### src/hdl/aras_pkg.sv
// Types and constants shared by the auto-ranging average scaler files.
package aras_pkg;

   localparam int LEVEL_BITS = 8;
   localparam int LAST_BITS  = 9;
   localparam logic [LAST_BITS-1:0] NO_LEVEL = '1;
   localparam int LEVEL_MAX  = 255;
   localparam int LOW_RESET  = 250;
   localparam int HIGH_RESET = 3000;
   localparam int LOW_MUL    = 21;
   localparam int HIGH_MUL   = 19;
   localparam int BOUND_DIV  = 20;

   typedef enum logic [3:0] {
      ST_IDLE,
      ST_SUM,
      ST_LOW_GO,
      ST_LOW_RUN,
      ST_HIGH_GO,
      ST_HIGH_RUN,
      ST_AVG_GO,
      ST_AVG_RUN,
      ST_SCALE_GO,
      ST_SCALE_RUN,
      ST_OUT
   } aras_state_type;

endpackage

### src/hdl/auto_ranging_average_scaler.sv
// Top level of the auto-ranging moving-average scaler for one color channel.
//
// One sample enters on the req_ channel per transfer, and exactly one result
// (level, changed, range_empty) leaves on the rsp_ channel for each sample.
// The block handles one sample at a time: req_ready is high only while it
// waits for a sample. The sample history sits in a memory with one valid bit
// per entry, so reset empties it at once and the block is ready in the next
// cycle. Bound updates, the average and the final scaling all go through one
// bit-serial restoring divider that retires one quotient bit per cycle.
// Each sample needs the average division and, only where called for, a low
// bound update, a high bound update and the scaling division. req_ready rises
// in the same cycle as rsp_valid, so the next sample can be taken at once.
// A finished result waits in the output register while the receiver
// stalls, and a new sample may already be taken in; its own result is held
// back until the previous transfer completes.
module auto_ranging_average_scaler
   import aras_pkg::*;
#(
   parameter int WINDOW_DEPTH = 16,
   parameter int SAMPLE_BITS  = 12
) (
   input  logic                   clock,
   input  logic                   reset,
   input  logic                   req_valid,
   output logic                   req_ready,
   input  logic [SAMPLE_BITS-1:0] req_sample,
   output logic                   rsp_valid,
   input  logic                   rsp_ready,
   output logic [LEVEL_BITS-1:0]  rsp_level,
   output logic                   rsp_changed,
   output logic                   rsp_range_empty
);

   localparam int SW   = SAMPLE_BITS;
   localparam int BW   = SAMPLE_BITS + 1;
   localparam int PW   = $clog2(WINDOW_DEPTH);
   localparam int SUMW = SAMPLE_BITS + $clog2(WINDOW_DEPTH);
   localparam int NW   = BW + LEVEL_BITS;
   localparam int DW   = BW;
   localparam int CW   = $clog2(NW + 1);

   aras_state_type state_ff, state_in;

   logic [SW-1:0]         samp_ff, samp_in;
   logic [PW-1:0]         pos_ff, pos_in;
   logic [SW-1:0]         hist_mem [WINDOW_DEPTH];
   logic [WINDOW_DEPTH-1:0] hist_vld_ff;
   logic [SW-1:0]         old_ff;
   logic                  old_vld_ff;
   logic [SUMW-1:0]       sum_ff, sum_in;
   logic [BW-1:0]         low_ff, low_in;
   logic [BW-1:0]         high_ff, high_in;
   logic [SW-1:0]         avg_ff, avg_in;
   logic [LEVEL_BITS-1:0] level_ff, level_in;
   logic                  empty_ff, empty_in;
   logic [LAST_BITS-1:0]  last_ff, last_in;
   logic [DW-1:0]         rem_ff, rem_in;
   logic [NW-1:0]         quo_ff, quo_in;
   logic [DW-1:0]         div_ff, div_in;
   logic [CW-1:0]         cnt_ff, cnt_in;
   logic                  rsp_valid_ff, rsp_valid_in;
   logic [LEVEL_BITS-1:0] rsp_level_ff, rsp_level_in;
   logic                  rsp_changed_ff, rsp_changed_in;
   logic                  rsp_empty_ff, rsp_empty_in;

   logic                  accept;
   logic [DW:0]           trial;
   logic [DW:0]           trial_diff;
   logic                  trial_ge;
   logic [BW:0]           num_sv;
   logic [BW:0]           num_neg;
   logic [BW-1:0]         num_mag;
   logic [BW:0]           den_sv;
   logic [BW:0]           den_neg;
   logic [BW-1:0]         den_mag;
   logic                  div_load;
   logic [NW-1:0]         load_num;
   logic [DW-1:0]         load_den;

   assign accept     = req_valid && req_ready;
   assign trial      = {rem_ff, quo_ff[NW-1]};
   assign trial_diff = trial - {1'b0, div_ff};
   assign trial_ge   = trial >= {1'b0, div_ff};
   assign num_sv     = {2'b00, avg_ff} - {1'b0, low_ff};
   assign num_neg    = ~num_sv + 1'b1;
   assign num_mag    = num_sv[BW] ? num_neg[BW-1:0] : num_sv[BW-1:0];
   assign den_sv     = {1'b0, high_ff} - {1'b0, low_ff};
   assign den_neg    = ~den_sv + 1'b1;
   assign den_mag    = den_sv[BW] ? den_neg[BW-1:0] : den_sv[BW-1:0];

   assign req_ready       = (state_ff == ST_IDLE);
   assign rsp_valid       = rsp_valid_ff;
   assign rsp_level       = rsp_level_ff;
   assign rsp_changed     = rsp_changed_ff;
   assign rsp_range_empty = rsp_empty_ff;

   always_comb begin
      state_in       = state_ff;
      samp_in        = samp_ff;
      pos_in         = pos_ff;
      sum_in         = sum_ff;
      low_in         = low_ff;
      high_in        = high_ff;
      avg_in         = avg_ff;
      level_in       = level_ff;
      empty_in       = empty_ff;
      last_in        = last_ff;
      rem_in         = rem_ff;
      quo_in         = quo_ff;
      div_in         = div_ff;
      cnt_in         = cnt_ff;
      rsp_valid_in   = rsp_valid_ff && !rsp_ready;
      rsp_level_in   = rsp_level_ff;
      rsp_changed_in = rsp_changed_ff;
      rsp_empty_in   = rsp_empty_ff;
      div_load       = 1'b0;
      load_num       = '0;
      load_den       = '0;

      unique case (state_ff)
         ST_IDLE: begin
            if (req_valid) begin
               samp_in  = req_sample;
               pos_in   = (pos_ff == PW'(WINDOW_DEPTH - 1)) ? '0 : pos_ff + 1'b1;
               state_in = ST_SUM;
            end
         end
         ST_SUM: begin
            sum_in   = sum_ff - (old_vld_ff ? SUMW'(old_ff) : '0) + SUMW'(samp_ff);
            state_in = ST_LOW_GO;
         end
         ST_LOW_GO: begin
            if ({1'b0, samp_ff} < low_ff) begin
               div_load = 1'b1;
               load_num = NW'(samp_ff) * NW'(LOW_MUL);
               load_den = DW'(BOUND_DIV);
               state_in = ST_LOW_RUN;
            end else begin
               state_in = ST_HIGH_GO;
            end
         end
         ST_LOW_RUN: begin
            if (cnt_ff == '0) begin
               low_in   = quo_ff[BW-1:0];
               state_in = ST_HIGH_GO;
            end
         end
         ST_HIGH_GO: begin
            if ({1'b0, samp_ff} > high_ff) begin
               div_load = 1'b1;
               load_num = NW'(samp_ff) * NW'(HIGH_MUL);
               load_den = DW'(BOUND_DIV);
               state_in = ST_HIGH_RUN;
            end else begin
               state_in = ST_AVG_GO;
            end
         end
         ST_HIGH_RUN: begin
            if (cnt_ff == '0) begin
               high_in  = quo_ff[BW-1:0];
               state_in = ST_AVG_GO;
            end
         end
         ST_AVG_GO: begin
            div_load = 1'b1;
            load_num = NW'(sum_ff);
            load_den = DW'(WINDOW_DEPTH);
            state_in = ST_AVG_RUN;
         end
         ST_AVG_RUN: begin
            if (cnt_ff == '0) begin
               avg_in   = quo_ff[SW-1:0];
               state_in = ST_SCALE_GO;
            end
         end
         ST_SCALE_GO: begin
            if (den_sv == '0) begin
               level_in = '0;
               empty_in = 1'b1;
               state_in = ST_OUT;
            end else if (num_sv == '0 || num_sv[BW] != den_sv[BW]) begin
               level_in = '0;
               empty_in = 1'b0;
               state_in = ST_OUT;
            end else begin
               empty_in = 1'b0;
               div_load = 1'b1;
               load_num = {num_mag, {LEVEL_BITS{1'b0}}} - NW'(num_mag);
               load_den = den_mag;
               state_in = ST_SCALE_RUN;
            end
         end
         ST_SCALE_RUN: begin
            if (cnt_ff == '0) begin
               level_in = (quo_ff > NW'(LEVEL_MAX)) ? LEVEL_BITS'(LEVEL_MAX)
                                                    : quo_ff[LEVEL_BITS-1:0];
               state_in = ST_OUT;
            end
         end
         ST_OUT: begin
            if (!rsp_valid_ff || rsp_ready) begin
               rsp_valid_in   = 1'b1;
               rsp_level_in   = level_ff;
               rsp_changed_in = ({1'b0, level_ff} != last_ff);
               rsp_empty_in   = empty_ff;
               last_in        = {1'b0, level_ff};
               state_in       = ST_IDLE;
            end
         end
         default: begin
            state_in = ST_IDLE;
         end
      endcase

      if (div_load) begin
         rem_in = '0;
         quo_in = load_num;
         div_in = load_den;
         cnt_in = CW'(NW);
      end else if (cnt_ff != '0) begin
         rem_in = trial_ge ? trial_diff[DW-1:0] : trial[DW-1:0];
         quo_in = {quo_ff[NW-2:0], trial_ge};
         cnt_in = cnt_ff - 1'b1;
      end
   end

   always_ff @(posedge clock) begin
      if (reset) begin
         state_ff     <= ST_IDLE;
         pos_ff       <= '0;
         sum_ff       <= '0;
         low_ff       <= BW'(LOW_RESET);
         high_ff      <= BW'(HIGH_RESET);
         last_ff      <= NO_LEVEL;
         cnt_ff       <= '0;
         rsp_valid_ff <= 1'b0;
         hist_vld_ff  <= '0;
      end else begin
         state_ff     <= state_in;
         pos_ff       <= pos_in;
         sum_ff       <= sum_in;
         low_ff       <= low_in;
         high_ff      <= high_in;
         last_ff      <= last_in;
         cnt_ff       <= cnt_in;
         rsp_valid_ff <= rsp_valid_in;
         if (accept) begin
            hist_vld_ff[pos_ff] <= 1'b1;
         end
      end
   end

   always_ff @(posedge clock) begin
      samp_ff        <= samp_in;
      avg_ff         <= avg_in;
      level_ff       <= level_in;
      empty_ff       <= empty_in;
      rem_ff         <= rem_in;
      quo_ff         <= quo_in;
      div_ff         <= div_in;
      rsp_level_ff   <= rsp_level_in;
      rsp_changed_ff <= rsp_changed_in;
      rsp_empty_ff   <= rsp_empty_in;
      if (accept) begin
         old_vld_ff <= hist_vld_ff[pos_ff];
      end
   end

   always_ff @(posedge clock) begin
      if (accept) begin
         old_ff            <= hist_mem[pos_ff];
         hist_mem[pos_ff]  <= req_sample;
      end
   end

endmodule

### config.mk
export PLATFORM = sky130hd
export DESIGN_NAME = auto_ranging_average_scaler
export DESIGN_NICKNAME = d
export VERILOG_FILES = /design/src/hdl/aras_pkg.sv /design/src/hdl/auto_ranging_average_scaler.sv
export SDC_FILE = /design/constraint.sdc
export NUM_CORES = 1
export LEC_CHECK = 0
export BUFFER_PORTS_ARGS = -buffer_cell sky130_fd_sc_hd__buf_2
export CORE_AREA = 5 5 325 200
export DETAILED_ROUTE_END_ITERATION = 8
export DIE_AREA = 0 0 330 205
export PLACE_DENSITY = 0.52
export SETUP_SLACK_MARGIN = 0.15
export SYNTH_ARGS = -nofsm -noshare
export SYNTH_HDL_FRONTEND = slang
export SYNTH_SLANG_ARGS = --single-unit
### constraint.sdc
create_clock -name clock -period 8.51 [get_ports clock]
set_clock_uncertainty 0.15 [all_clocks]
set_input_delay 1.702 -clock clock [delete_from_list [all_inputs] [get_ports clock]]
set_output_delay 1.702 -clock clock [all_outputs]
set_load 0.03 [all_outputs]
==> metrics.txt <==
PortBufs=27; Buf/Inv on CP=1; DRT Wirelength=approximately 58 mm; Via Count=14760; register area share after synthesis=roughly half; Ports=28; largest family of logic cells by synthesized area=adder cells; syn nets=2087; async set or reset register ratio after synthesis=0%; cells resized by post-CTS repair=0; top-area cell type share of the netlist area=between 30% and 40%; Final Cell Area=23880 um2; initial antenna violation count=0; Worst Path Required=8.45 ns; cell family with most CP delay=simple AND/OR/NAND/NOR gates; GP Congestion=approximately 0.9; cell with the most instances after synthesis=edfxtp_1; largest net degree at the start of global routing=58; Total GRT Usage=roughly 17%; pwr/cell area=between 300 and 400 nW/um2; CTS Sinks=~380; dominant synthesized flop cell=edfxtp_1; Post-Synth Adder-Cell Area=12.02%; mean post-synth cell area=between 10 and 15 um2; Synth Instances=approximately 1900; CP Data Arrival Time=5.82 ns; gr ovfl total=0; global-route wire length before repair=between 80 and 90 mm; Synth top cells by count=282 x edfxtp_1, 196 x inv_1, 157 x ha_1, 149 x nand2_1, 146 x nor2_1; Fillers=between 5000 and 6000; MaxCap Viol Count=0; Max Buffers Root-to-Sink=3; number of library cell types mapped by synthesis=between 80 and 90; Critical Path Sink Type=flip-flop; Crit Path Max Fanout=21; num rows=slightly above 70; Fin Setup TNS=0 ns; mux cell area share after synthesis=between 7 and 8%; #FFs+latches synth=roughly 380; Peak Freq=between 150 and 200 MHz; RSZ-0062 raised after global routing=false; Post-synth EDFFs=roughly 280; Root Driver=clkbuf_16; Worst VDD drop=0.1381 mV; routed len/inst=20.63 um; synthesized area=between 20000 and 25000 um2; area of the multi-input gates=between 10000 and 15000 um2; Die H=a little over 200 um; fin crit period=approximately 6 ns; Rel. slew slack=a little under a quarter; Ys Warns=0; TritonCTS clock tree=done; Clock transition at path regs=around 0.070 ns; CP max stage delay=0.85 ns; area grow syn2layout=11.91%; ratio of final minimum period to clock period=~69%; worst path cell trace=ha_1 > inv_1 > fa_1 > a21oi_1 > nand4b_1 > nand3_1 > o21ai_0 > xor2_1 > o311ai_0 > nor4b_1 > a2bb2oi_1 > and3_1 > nor2_4 > nand2_1; number of global-route vias before repair=14190; leading area contributor after synthesis=edfxtp_1; FF+latch area=between 10000 and 15000 um2; initial core utilization=34.55%; Leakage Power=~0.009 uW; Final Slew Violations=0; htree depth=2; post-CTS setup buffers=0; Hold WC Path Type=reg2reg; worst slew pin tran=1.144 ns; ratio of cells with drive above 1 in the final layout=between 10 and 15%; Synth Area in XOR/XNOR=roughly 4.6%; DRC Markers=0; DRT iter0 DRCs=roughly 1600; hold_buf cts=0; die area=approximately 68000 um2; vias per cell=between 5 and 6; Final Hold Viols=0; status=complete, no violations; Worst Path Class, Setup=reg2reg; CP max stage cell=nor4b_1; total power=around 8000 uW; final net count=about 2100; main area contributors after synthesis=edfxtp_1 40%, ha_1 9.2%, dfxtp_1 8.8%; Core Area=roughly 62000 um2; Synth Area in Compound Gates=between 10% and 20%; HPWL Detailed=between 40 and 50 mm; die width=about 330 um; simple logic cell fraction of the synthesized area=11.20%; Hold Slack=roughly 0.30 ns; clock latency on the worst-skew pair=0.56 ns; crit start category=flip-flop; Initial DRT Pass Iterations=7; Final ANT Viol Nets=0; Placed Area=22560 um2; Final setup viols=0; TritonCTS buffer count=40
[sequential cells by signal (all words and copies together), names as in the netlist, 13 cells and up]
name,cells
sum_ff,16
low_ff,13
quo_ff,21
high_ff,13
hist_vld_ff,16
div_ff,13
rem_ff,13
hist_mem,192
[final timing paths]
kind / from / to / slack (ns) / cells past startpoint
setup / recovery: low_ff[0] / quo_ff[17] / 2.62 / 14
hold / removal: last_ff[8] / last_ff[8] / 0.30 / 2
setup reg to reg: low_ff[0] / quo_ff[17] / 2.62 / 14
hold reg to reg: last_ff[8] / last_ff[8] / 0.30 / 2
[area by class of cell]
type | count | share of cell area [%]
Clock buffer | 48 | 4.538
Inverter | 199 | 3.129
Sequential cell | 376 | 43.37
Multi-Input combinational cell | 1243 | 41.98
Timing Repair Buffer | 61 | 1.635
Antenna cell | 1 | 0.01048
Tap cell | 839 | 4.397
Clock inverter | 26 | 0.9433
[stage by stage]
stage / util, % / std cells / setup WS (ns)
after detailed placement: 36.55 / 2718 / 2.961
after global placement: 36.55 / 2718 / 3.139
after floorplan: - / 1884 / 3.928
after CTS: 38.67 / 2792 / 2.916
after global routing: 38.67 / 2792 / 2.334
final: 38.67 / 2793 / 2.624
[placed cells by master, fill, tap and decap left out, types with 28 or more instances in the layout]
master / instances
clkbuf_16: 42
xor2_1: 37
nor3_1: 39
ha_1: 157
fa_1: 30
xnor2_1: 74
nor2_1: 146
mux4_2: 65
dfxtp_1: 92
a21o_1: 28
buf_4: 34
edfxtp_1: 282
inv_1: 196
o21ai_0: 61
nand3_1: 31
a21oi_1: 99
nand2_1: 149
[kinds of logic after synthesis]
| family | Yosys count |
|---|---|
| AND/OR/NAND/NOR | 505 |
| flip-flops | 376 |
| AO/OA/AOI/OAI | 359 |
| buffers and inverters | 265 |
| adder cells (fa/ha/maj) | 187 |
| XOR/XNOR | 112 |
| multiplexers | 80 |
[metal layers]
layer	routed length, um	up-vias	track usage [%]
met2	22110	452	22.96
met5	0	-	0
met1	30420	7306	28.26
met3	4379	54	3.637
li1	-	6945	-
met4	713	0	2.943
[power by group]
part,total (uW),internal (uW),switching (uW)
clock,1750,1010,748
sequential,2610,2320,293
combinational,3600,1490,2120
[worst min-delay path, cell delays in order, from the launching register on]
cell and delay, ns:
dfxtp_1 0.31, nand2_1 0.05, nand2_1 0.05
Power figures use the tool's default switching activity.
